### src/sv/sha256_pkg.sv
`timescale 1ns / 1ps
`default_nettype none
// ----------------------------------------------------------------------------
// SHA-256 package
// Round constants, initial hash values, sigma functions and sequencer states
// shared by the SHA-256 message hash block.
// ----------------------------------------------------------------------------
package sha256_pkg;

    typedef logic [31:0] word_t;

    typedef enum logic [4:0] {
        ST_IDLE  = 5'b00001,
        ST_PAD   = 5'b00010,
        ST_ROUND = 5'b00100,
        ST_FOLD  = 5'b01000,
        ST_OUT   = 5'b10000
    } state_t;

    localparam logic [7:0] PAD_BYTE = 8'h80;

    localparam word_t H_INIT [8] = '{
        32'h6a09e667, 32'hbb67ae85, 32'h3c6ef372, 32'ha54ff53a,
        32'h510e527f, 32'h9b05688c, 32'h1f83d9ab, 32'h5be0cd19
    };

    localparam word_t ROUND_K [64] = '{
        32'h428a2f98, 32'h71374491, 32'hb5c0fbcf, 32'he9b5dba5,
        32'h3956c25b, 32'h59f111f1, 32'h923f82a4, 32'hab1c5ed5,
        32'hd807aa98, 32'h12835b01, 32'h243185be, 32'h550c7dc3,
        32'h72be5d74, 32'h80deb1fe, 32'h9bdc06a7, 32'hc19bf174,
        32'he49b69c1, 32'hefbe4786, 32'h0fc19dc6, 32'h240ca1cc,
        32'h2de92c6f, 32'h4a7484aa, 32'h5cb0a9dc, 32'h76f988da,
        32'h983e5152, 32'ha831c66d, 32'hb00327c8, 32'hbf597fc7,
        32'hc6e00bf3, 32'hd5a79147, 32'h06ca6351, 32'h14292967,
        32'h27b70a85, 32'h2e1b2138, 32'h4d2c6dfc, 32'h53380d13,
        32'h650a7354, 32'h766a0abb, 32'h81c2c92e, 32'h92722c85,
        32'ha2bfe8a1, 32'ha81a664b, 32'hc24b8b70, 32'hc76c51a3,
        32'hd192e819, 32'hd6990624, 32'hf40e3585, 32'h106aa070,
        32'h19a4c116, 32'h1e376c08, 32'h2748774c, 32'h34b0bcb5,
        32'h391c0cb3, 32'h4ed8aa4a, 32'h5b9cca4f, 32'h682e6ff3,
        32'h748f82ee, 32'h78a5636f, 32'h84c87814, 32'h8cc70208,
        32'h90befffa, 32'ha4506ceb, 32'hbef9a3f7, 32'hc67178f2
    };

    function automatic word_t rot_sum_a(input word_t x);
        return {x[1:0], x[31:2]} ^ {x[12:0], x[31:13]} ^ {x[21:0], x[31:22]};
    endfunction

    function automatic word_t rot_sum_e(input word_t x);
        return {x[5:0], x[31:6]} ^ {x[10:0], x[31:11]} ^ {x[24:0], x[31:25]};
    endfunction

    function automatic word_t sched_mix_a(input word_t x);
        return {x[6:0], x[31:7]} ^ {x[17:0], x[31:18]} ^ {3'b000, x[31:3]};
    endfunction

    function automatic word_t sched_mix_b(input word_t x);
        return {x[16:0], x[31:17]} ^ {x[18:0], x[31:19]} ^ {10'b0, x[31:10]};
    endfunction

endpackage
`default_nettype wire

### src/sv/sha256_message_hash_top.sv
`timescale 1ns / 1ps
`default_nettype none
// ----------------------------------------------------------------------------
// SHA-256 message hash
// Byte-serial SHA-256: packs bytes into 64-byte blocks, pads the message,
// runs one compression round per cycle and returns the eight digest words.
// ----------------------------------------------------------------------------
//  channel   handshake                    payload
//  byte      byte_valid / byte_stall      data_byte[7:0], final_byte
//  digest    digest_valid / digest_stall  digest_word[31:0], word_index[2:0],
//                                         last_word
//
// A message byte is taken whenever byte_stall is low. Each full block then runs
// the shared round unit, and ST_FOLD adds the result into the hash state.
// After the final byte the pad (0x80, zeros, 64-bit length) is shifted in
// one byte per cycle in ST_PAD, up to 72 bytes, with one or two compressions.
// The eight digest words then leave one per cycle while digest_stall is low.
// byte_stall is high whenever the sequencer is not waiting for a byte.
// No clearing pass after reset.
// ----------------------------------------------------------------------------
module sha256_message_hash_top
(
    input  wire logic        clk,
    input  wire logic        rst_n,
    input  wire logic        byte_valid,
    output logic             byte_stall,
    input  wire logic [7:0]  data_byte,
    input  wire logic        final_byte,
    output logic             digest_valid,
    input  wire logic        digest_stall,
    output logic [31:0]      digest_word,
    output logic [2:0]       word_index,
    output logic             last_word
);

    sha256_pkg::state_t state_reg, state_next;

    sha256_pkg::word_t  h_reg   [8];
    sha256_pkg::word_t  h_next  [8];
    sha256_pkg::word_t  v_reg   [8];
    sha256_pkg::word_t  v_next  [8];
    sha256_pkg::word_t  blk_reg [16];
    sha256_pkg::word_t  blk_next[16];

    logic [63:0] count_reg, count_next;
    logic [5:0]  fill_reg, fill_next;
    logic [5:0]  round_reg, round_next;
    logic [2:0]  out_idx_reg, out_idx_next;
    logic        pad_reg, pad_next;
    logic        first_reg, first_next;
    logic        spill_reg, spill_next;
    logic        done_reg, done_next;

    logic [7:0]        shift_byte;
    logic              shift_en;
    logic [63:0]       len_bits;
    logic [7:0]        len_byte;
    sha256_pkg::word_t t1, t2, w_new;

    assign len_bits = {count_reg[60:0], 3'b000};
    assign len_byte = len_bits[{~fill_reg[2:0], 3'b000} +: 8];

    // Round unit
    always_comb
    begin
        t1 = v_reg[7] + sha256_pkg::rot_sum_e(v_reg[4])
           + ((v_reg[4] & v_reg[5]) ^ (~v_reg[4] & v_reg[6]))
           + sha256_pkg::ROUND_K[round_reg] + blk_reg[0];
        t2 = sha256_pkg::rot_sum_a(v_reg[0])
           + ((v_reg[0] & v_reg[1]) ^ (v_reg[0] & v_reg[2]) ^ (v_reg[1] & v_reg[2]));
        w_new = sha256_pkg::sched_mix_b(blk_reg[14]) + blk_reg[9]
              + sha256_pkg::sched_mix_a(blk_reg[1]) + blk_reg[0];
    end

    always_comb
    begin
        state_next   = state_reg;
        h_next       = h_reg;
        v_next       = v_reg;
        blk_next     = blk_reg;
        count_next   = count_reg;
        fill_next    = fill_reg;
        round_next   = round_reg;
        out_idx_next = out_idx_reg;
        pad_next     = pad_reg;
        first_next   = first_reg;
        spill_next   = spill_reg;
        done_next    = done_reg;
        shift_en     = 1'b0;
        shift_byte   = 8'h00;

        unique case (state_reg)
            sha256_pkg::ST_IDLE:
            begin
                if (byte_valid)
                begin
                    shift_en   = 1'b1;
                    shift_byte = data_byte;
                    count_next = count_reg + 64'd1;
                    fill_next  = fill_reg + 6'd1;
                    pad_next   = final_byte;
                    first_next = final_byte;
                    if (&fill_reg)
                    begin
                        v_next     = h_reg;
                        round_next = '0;
                        state_next = sha256_pkg::ST_ROUND;
                    end
                    else if (final_byte)
                    begin
                        state_next = sha256_pkg::ST_PAD;
                    end
                end
            end
            sha256_pkg::ST_PAD:
            begin
                shift_en   = 1'b1;
                first_next = 1'b0;
                if (first_reg)
                    shift_byte = sha256_pkg::PAD_BYTE;
                else if (!spill_reg && (&fill_reg[5:3]))
                    shift_byte = len_byte;
                else
                    shift_byte = 8'h00;
                // pad byte landing in the last eight slots pushes the length out
                if (first_reg && (&fill_reg[5:3]))
                    spill_next = 1'b1;
                fill_next = fill_reg + 6'd1;
                if (&fill_reg)
                begin
                    spill_next = 1'b0;
                    done_next  = !first_reg && !spill_reg;
                    v_next     = h_reg;
                    round_next = '0;
                    state_next = sha256_pkg::ST_ROUND;
                end
            end
            sha256_pkg::ST_ROUND:
            begin
                v_next[7] = v_reg[6];
                v_next[6] = v_reg[5];
                v_next[5] = v_reg[4];
                v_next[4] = v_reg[3] + t1;
                v_next[3] = v_reg[2];
                v_next[2] = v_reg[1];
                v_next[1] = v_reg[0];
                v_next[0] = t1 + t2;
                for (int i = 0; i < 15; i++)
                    blk_next[i] = blk_reg[i + 1];
                blk_next[15] = w_new;
                round_next   = round_reg + 6'd1;
                if (&round_reg)
                    state_next = sha256_pkg::ST_FOLD;
            end
            sha256_pkg::ST_FOLD:
            begin
                for (int i = 0; i < 8; i++)
                    h_next[i] = h_reg[i] + v_reg[i];
                out_idx_next = '0;
                if (done_reg)
                    state_next = sha256_pkg::ST_OUT;
                else if (pad_reg)
                    state_next = sha256_pkg::ST_PAD;
                else
                    state_next = sha256_pkg::ST_IDLE;
            end
            sha256_pkg::ST_OUT:
            begin
                if (!digest_stall)
                begin
                    // rotate so the next word sits at the head
                    for (int i = 0; i < 7; i++)
                        h_next[i] = h_reg[i + 1];
                    h_next[7]    = h_reg[0];
                    out_idx_next = out_idx_reg + 3'd1;
                    if (&out_idx_reg)
                    begin
                        h_next     = sha256_pkg::H_INIT;
                        count_next = '0;
                        fill_next  = '0;
                        pad_next   = 1'b0;
                        first_next = 1'b0;
                        spill_next = 1'b0;
                        done_next  = 1'b0;
                        state_next = sha256_pkg::ST_IDLE;
                    end
                end
            end
            default:
            begin
                state_next = sha256_pkg::ST_IDLE;
            end
        endcase

        if (shift_en)
        begin
            for (int i = 0; i < 15; i++)
                blk_next[i] = {blk_reg[i][23:0], blk_reg[i + 1][31:24]};
            blk_next[15] = {blk_reg[15][23:0], shift_byte};
        end
    end

    always_ff @(posedge clk or negedge rst_n)
    begin
        if (!rst_n)
        begin
            state_reg   <= sha256_pkg::ST_IDLE;
            h_reg       <= sha256_pkg::H_INIT;
            count_reg   <= '0;
            fill_reg    <= '0;
            round_reg   <= '0;
            out_idx_reg <= '0;
            pad_reg     <= 1'b0;
            first_reg   <= 1'b0;
            spill_reg   <= 1'b0;
            done_reg    <= 1'b0;
        end
        else
        begin
            state_reg   <= state_next;
            h_reg       <= h_next;
            count_reg   <= count_next;
            fill_reg    <= fill_next;
            round_reg   <= round_next;
            out_idx_reg <= out_idx_next;
            pad_reg     <= pad_next;
            first_reg   <= first_next;
            spill_reg   <= spill_next;
            done_reg    <= done_next;
        end
    end

    always_ff @(posedge clk)
    begin
        v_reg   <= v_next;
        blk_reg <= blk_next;
    end

    assign byte_stall   = (state_reg != sha256_pkg::ST_IDLE);
    assign digest_valid = (state_reg == sha256_pkg::ST_OUT);
    assign digest_word  = h_reg[0];
    assign word_index   = out_idx_reg;
    assign last_word    = &out_idx_reg;

    a_last_flag: assert property (@(posedge clk) disable iff (!rst_n)
        digest_valid |-> (last_word == (word_index == 3'd7)))
        else $error("last_word does not match word_index");

    a_ready_after_digest: assert property (@(posedge clk) disable iff (!rst_n)
        (digest_valid && !digest_stall && last_word) |=> !byte_stall)
        else $error("block not ready after last digest word");

    a_round_start: assert property (@(posedge clk) disable iff (!rst_n)
        ((state_reg == sha256_pkg::ST_ROUND) &&
         ($past(state_reg) != sha256_pkg::ST_ROUND)) |-> (round_reg == 6'd0))
        else $error("compression started with nonzero round counter");

    a_idle_no_pad: assert property (@(posedge clk) disable iff (!rst_n)
        (state_reg == sha256_pkg::ST_IDLE) |-> (!pad_reg && !done_reg && !spill_reg))
        else $error("padding flags left set while waiting for a byte");

endmodule
`default_nettype wire
### config.mk
export PLATFORM = sky130hd
export DESIGN_NAME = sha256_message_hash_top
export DESIGN_NICKNAME = d
export VERILOG_FILES = /design/src/sv/sha256_pkg.sv /design/src/sv/sha256_message_hash_top.sv
export SDC_FILE = /design/constraint.sdc
export NUM_CORES = 2
export LEC_CHECK = 0
export BUFFER_PORTS_ARGS = -buffer_cell sky130_fd_sc_hd__buf_2
export CAP_MARGIN = 25
export CORE_ASPECT_RATIO = 1.75
export CORE_MARGIN = 10
export CORE_UTILIZATION = 55
export CTS_BUF_LIST = sky130_fd_sc_hd__clkbuf_4 sky130_fd_sc_hd__clkbuf_8 sky130_fd_sc_hd__clkbuf_16
export DETAILED_ROUTE_END_ITERATION = 10
export PLACE_DENSITY = 0.71
export SLEW_MARGIN = 20
export SYNTH_ARGS = -nofsm -noshare
export SYNTH_HDL_FRONTEND = slang
export SYNTH_SLANG_ARGS = --single-unit
### constraint.sdc
create_clock -name clk -period 19.3 [get_ports clk]
set_input_delay 3.86 -clock clk [delete_from_list [all_inputs] [get_ports clk]]
set_output_delay 3.86 -clock clk [all_outputs]
set_load 0.05 [all_outputs]
## After elaboration in Yosys (flattened, before gate mapping)

Memory sizes are Yosys's and may differ from the RTL's.
Cells that the tools add are included.

| operators by class | value |
|---|---|
| $add $sub $neg | 22 |
| eq/ne operators | 13 |
| magnitude comparators | 1 |
| reductions and logical operators | 22 |
| mux-type cells | 49 |
| bitwise operators | 19 |
| shift operators | 1 |

Operators with widths:

| kind | count |
|---|---|
| $mux 256 | 4 |
| $mux 512 | 2 |
| $pmux 256 s3 | 1 |
| $add 32x32->32 | 18 |
| $pmux 256 s2 | 1 |
| $xor 32x32->32 | 9 |
| $mux 64 | 3 |
| $and 32x32->32 | 5 |
| $pmux 64 s2 | 1 |
| $add 64x1->64 const B | 1 |
| $mux 32 | 2 |
| $shiftx 64x7->8 | 1 |
| $mux 5 | 8 |
| $pmux 6 s3 | 2 |
| $not 32->32 | 1 |
| $xor 32x22->32 | 1 |
| $xor 32x29->32 | 1 |
| $mux 6 | 5 |
| $pmux 5 s5 | 1 |
| $mux 8 | 3 |
| $reduce_and 6->1 | 3 |
| $pmux 8 s2 | 1 |
| $reduce_and 4->1 | 4 |
| $add 6x1->6 const B | 2 |
| 25 further kinds | 47 |

| word-level totals | value |
|---|---|
| memories | 1 |
| register bits | 1112 |
| bits in read-only memories | 2048 |
| bits of input ports | 13 |
| output and inout port bits | 38 |
| word-level logic and storage cells | 169 |

Memories:

| name | words | bits a word | read ports | clocked after memory_dff | wr ports | line | text |
|---|---|---|---|---|---|---|---|
| (name not given) | 64 | 32 | 1 | 0 | 0 | sha256_message_hash_top.sv:68 | `+ sha256_pkg::ROUND_K[round_reg] + blk_reg[0];` |

## Logic depth before layout (Yosys ltp)

| logic depth | value |
|---|---|
| depth in word-level cells | 8 |
| depth in mapped cells | 37 |
| gate-level depth less buffers | 35 |

## Worst setup path after synthesis

Ideal clock, no wire load.

| path | value |
|---|---|
| kind | input to register |
| start | input port byte_valid |
| end | register blk_reg[0] in the netlist's numbering, enable pin |
| path slack | 2.444 ns |
| arrival time | 13.224 ns |
| required time | 15.668 ns |
| cell stages on the path | 5 |
| buffers on the path | 2 |
| library setup time | 3.632 ns |
| cell sequence | and2_0 nor2_1 clkbuf_1 clkbuf_1 nand2_1 |

| between the ends | value |
|---|---|
| cells in the longest elaborated chain, start to end | 3 |

Ends and longest elaborated chain:

| item | line | text |
|---|---|---|
| from (decl) | sha256_message_hash_top.sv:25 | `input wire logic byte_valid,` |
| $mux 1 | sha256_message_hash_top.sv:95 | `if (byte_valid)` |
| $pmux 1 s2 | sha256_message_hash_top.sv:92 | `unique case (state_reg)` |
| $reduce_bool 2->1 (no source line) | - |  |
| to (signal assigned) | sha256_message_hash_top.sv:236 | `blk_reg <= blk_next;` |
| to (decl) | sha256_message_hash_top.sv:42 | `sha256_pkg::word_t blk_reg [16];` |

Every way passes these cells.
A chain may end at the register's enable or synchronous reset.

==> implementation parameters <==
Parameter                              Value

Status
  Outcome    finished, final reports clean

Floorplan
  Cell row count    roughly 180
  Total die area    158000 µm²
  Die Y    518 µm
  Die Width    304 µm
  I/O pin cnt    51
  Effective utilization at floorplan    ~55%
  Core area    141000 µm²

Final layout
  Multi-input gate area    42200 µm²
  Area growth from synthesis to layout    6.78%
  Fillers    between 10000 and 15000
  Net count reported at finish    9196
  Sequential Area    31800 µm²
  Max reg flops    512
  Ratio of cells with drive above 1 in the final layout    7.09%
  Non-Filler Cell Area, Final    83100 µm²

Placement
  Placed cell area    79100 µm²
  Post-placement setup slack    10.26 ns
  Placer congestion estimate    a little over 1
  Quantity of I/O buffers inserted on ports    50
  DPL Wire Length    between 200000 and 250000 µm

Synthesis
  Most common cell in the netlist    sky130_fd_sc_hd__nand2_1
  Sequential element share of the synthesized area    about 41%
  Seq cells post-synth    1109
  Area contributors post-synth    sky130_fd_sc_hd__edfxtp_1 (30%), sky130_fd_sc_hd__nand2_1 (11%), sky130_fd_sc_hd__dfrtp_1 (6.6%)
  Unique cell type count in the Yosys netlist    99
  Post-synthesis cell area    77800 µm²
  Count of warnings emitted by yosys    0
  Top FF cell, synth    sky130_fd_sc_hd__edfxtp_1
  Number of flops mapped to enable cells by yosys    768
  Share of flip-flops with an asynchronous set or reset    30.7%
  Top-area cell type share of the netlist area    29.6%
  Cells after synthesis    8865
  Most frequent cells after synthesis    sky130_fd_sc_hd__nand2_1 (2344), sky130_fd_sc_hd__edfxtp_1 (768), sky130_fd_sc_hd__o21ai_0 (602)
  Cell taking the most area after synthesis    sky130_fd_sc_hd__edfxtp_1
  Net count after synthesis    9470
  Mean area per synthesized cell    8.78 µm²

Clock tree
  Count of clock tree sinks    1109
  Resized cells post-CTS    0
  Skew-Pair Late Insertion Delay    0.76 ns
  Buffers inserted during post-CTS setup optimization    0
  Root cell of the clock tree    sky130_fd_sc_hd__clkbuf_16
  Maximum buffer depth of the clock tree    3
  Clock buffers created by TritonCTS    109
  H-Tree Depth    3
  CTS clk-pin slew, worst paths    roughly 0.070 ns
  Post-CTS Hold Buffers    0
  TritonCTS clock tree    done

Timing
  Final hold violation count    0
  Setup WS post-layout    10.08 ns
  Setup repair after global routing missed its margin    no
  Final setup violating endpoints    0
  Least-Margin Pin Slew    1.17 ns
  Final period demand of the worst path    slightly above 9 ns
  Worst rel slew slack    21.0%
  Max Clock Skew    0.0589 ns
  Hold Slack    0.494 ns
  Final max-slew violation count    0
  Crit share post-route    47.8%
  Achievable clock frequency    around 110 MHz
  Setup TNS Final    0 ns

Worst setup path
  Cell type with the highest occurrence count on the critical path    sky130_fd_sc_hd__inv_1
  Reg-to-reg critical path startpoint    round_reg[1]
  Cell with the largest stage delay on the worst path    sky130_fd_sc_hd__ha_1
  Largest fanout on the critical path    19
  Type of the setup path with the least slack    reg2reg
  Critical Path Sink    v_reg[253]
  Terminus of the critical flop-to-flop path    v_reg[253]
  Register-to-Register Path Depth    31
  Element type at the critical path start    register
  CP Data Arrival Time    approximately 9.7 ns
  Start point of the critical path    round_reg[1]
  Setup crit end kind    register
  Required @ worst endpoint    19.79 ns
  Maximum single-stage delay on the critical path    0.69 ns
  R2R setup slack    approximately 10 ns

Routing
  Routed WL per cell    26.3 µm
  DRC violations left    0
  Routed met1 length    between 90000 and 100000 µm
  Number of violations reported at the end of detailed-routing iteration 0    5620
  Met2 wire len    around 140000 µm
  Total number of vias    between 60000 and 70000
  Remaining antenna violation count    0
  Highest metal used    met5
  Total length of routed met3 wires    16200 µm
  Wirelength, routed    277000 µm
  Detailed-routing iteration count for the pre-antenna-repair pass    6
  Number of vias per cell after detailed routing    between 6 and 7

Hold path
  Min-Delay Path Class    reg2reg

Global route
  Largest net degree at the start of global routing    157
  Number of global-route vias before repair    about 65000
  Grt total ovfl    0
  Global-route wire length before repair    ~400000 µm
  Initial antenna violation count    9
  GRT Overall Usage    34.2%

Flow run
  Number of max-cap violations    0
## worst max-delay path, delay by kind of cell, from the launching register on
family                     cells  cell delay (ns)
DFF                            1             0.32
muxes                          1             0.50
and+or+nand+nor                5             1.12
buffers and inverters          6             0.89
AOI/OAI and AO/OA             12             3.49
adders and majority gates      5             2.21
xor gates and xnor gates       2             0.42
## cell type report
class | count | area share (%)
antenna | 5 | 0.0151
clock buffer | 136 | 3.61
clock inverter | 69 | 0.977
inverter | 487 | 2.22
multi-input combinational | 6730 | 50.8
sequential | 1109 | 38.2
tap | 1840 | 2.77
timing repair buffer | 154 | 1.39
## routing by layer
metal / up-vias / GRT usage [%]
met2: 2581 / 59.9
met5: - / 0
met1: 31434 / 33.9
li1: 29885 / -
met4: 10 / 32.5
met3: 1018 / 5.76
## worst min-delay path by stage
stage               startpoint         end  slack [ns]  cells past startpoint
floorplan           h_reg[191]  h_reg[191]        0.46                      1
global placement     h_reg[40]   h_reg[40]        0.48                      2
detailed placement  h_reg[191]  h_reg[191]        0.48                      1
CTS                 h_reg[191]  h_reg[191]        0.49                      1
global route         h_reg[32]   h_reg[32]        0.51                      2
finish              h_reg[191]  h_reg[191]        0.49                      1
## cell families (layout without fill, tap and decap cells)
logic type / Yosys count / after routing / synth area share, %
AO/OA/AOI/OAI: 1981 / 1981 / 15.8
XOR/XNOR: 599 / 599 / 6.74
adder cells (fa/ha/maj): 595 / 595 / 11.4
buffers and inverters: 1026 / 846 / 5.11
flip-flops: 1109 / 1109 / 40.8
multiplexers: 90 / 90 / 1.57
other: 0 / 5 / 0
AND/OR/NAND/NOR: 3465 / 3465 / 18.5
## cells in the final DEF, fill, tap and decap left out, types with 28 or more instances in the layout
master / netlist / layout
sky130_fd_sc_hd__o21bai_1: 40 / 40
sky130_fd_sc_hd__dfrtp_1: 204 / 200
sky130_fd_sc_hd__a31oi_1: 138 / 138
sky130_fd_sc_hd__xnor2_1: 333 / 333
sky130_fd_sc_hd__nor2b_1: 38 / 38
sky130_fd_sc_hd__clkbuf_16: 0 / 109
sky130_fd_sc_hd__nand4_1: 28 / 28
sky130_fd_sc_hd__fa_1: 195 / 195
sky130_fd_sc_hd__o31ai_1: 47 / 47
sky130_fd_sc_hd__o21a_1: 63 / 63
sky130_fd_sc_hd__inv_1: 484 / 482
sky130_fd_sc_hd__nor3_1: 98 / 98
sky130_fd_sc_hd__a21o_1: 208 / 208
sky130_fd_sc_hd__nand2b_1: 58 / 58
sky130_fd_sc_hd__buf_4: 32 / 93
sky130_fd_sc_hd__o211ai_1: 51 / 51
sky130_fd_sc_hd__o21ai_0: 602 / 598
sky130_fd_sc_hd__mux2_2: 34 / 34
sky130_fd_sc_hd__a211oi_1: 74 / 72
sky130_fd_sc_hd__nand3_1: 113 / 113
sky130_fd_sc_hd__buf_2: 3 / 49
sky130_fd_sc_hd__a21oi_1: 480 / 479
sky130_fd_sc_hd__nor2_1: 502 / 498
sky130_fd_sc_hd__xor2_1: 266 / 266
sky130_fd_sc_hd__mux2i_1: 34 / 33
sky130_fd_sc_hd__dfstp_2: 137 / 137
sky130_fd_sc_hd__nand2_1: 2344 / 2341
sky130_fd_sc_hd__ha_1: 397 / 396
sky130_fd_sc_hd__edfxtp_1: 768 / 768
sky130_fd_sc_hd__and3_1: 90 / 90
sky130_fd_sc_hd__or3_1: 80 / 80
sky130_fd_sc_hd__o22ai_1: 44 / 44
## metrics by stage
stage                     utilization (%)  instances
after global placement               56.3      10312
after floorplan                         -       8865
after global routing                 59.1      10526
final                                59.1      10530
after detailed placement             56.3      10314
after CTS                            59.0      10519
Power is left out: the tool's default activity adds up to more than one toggle a clock period on the data nets, which glitch-free logic cannot reach.
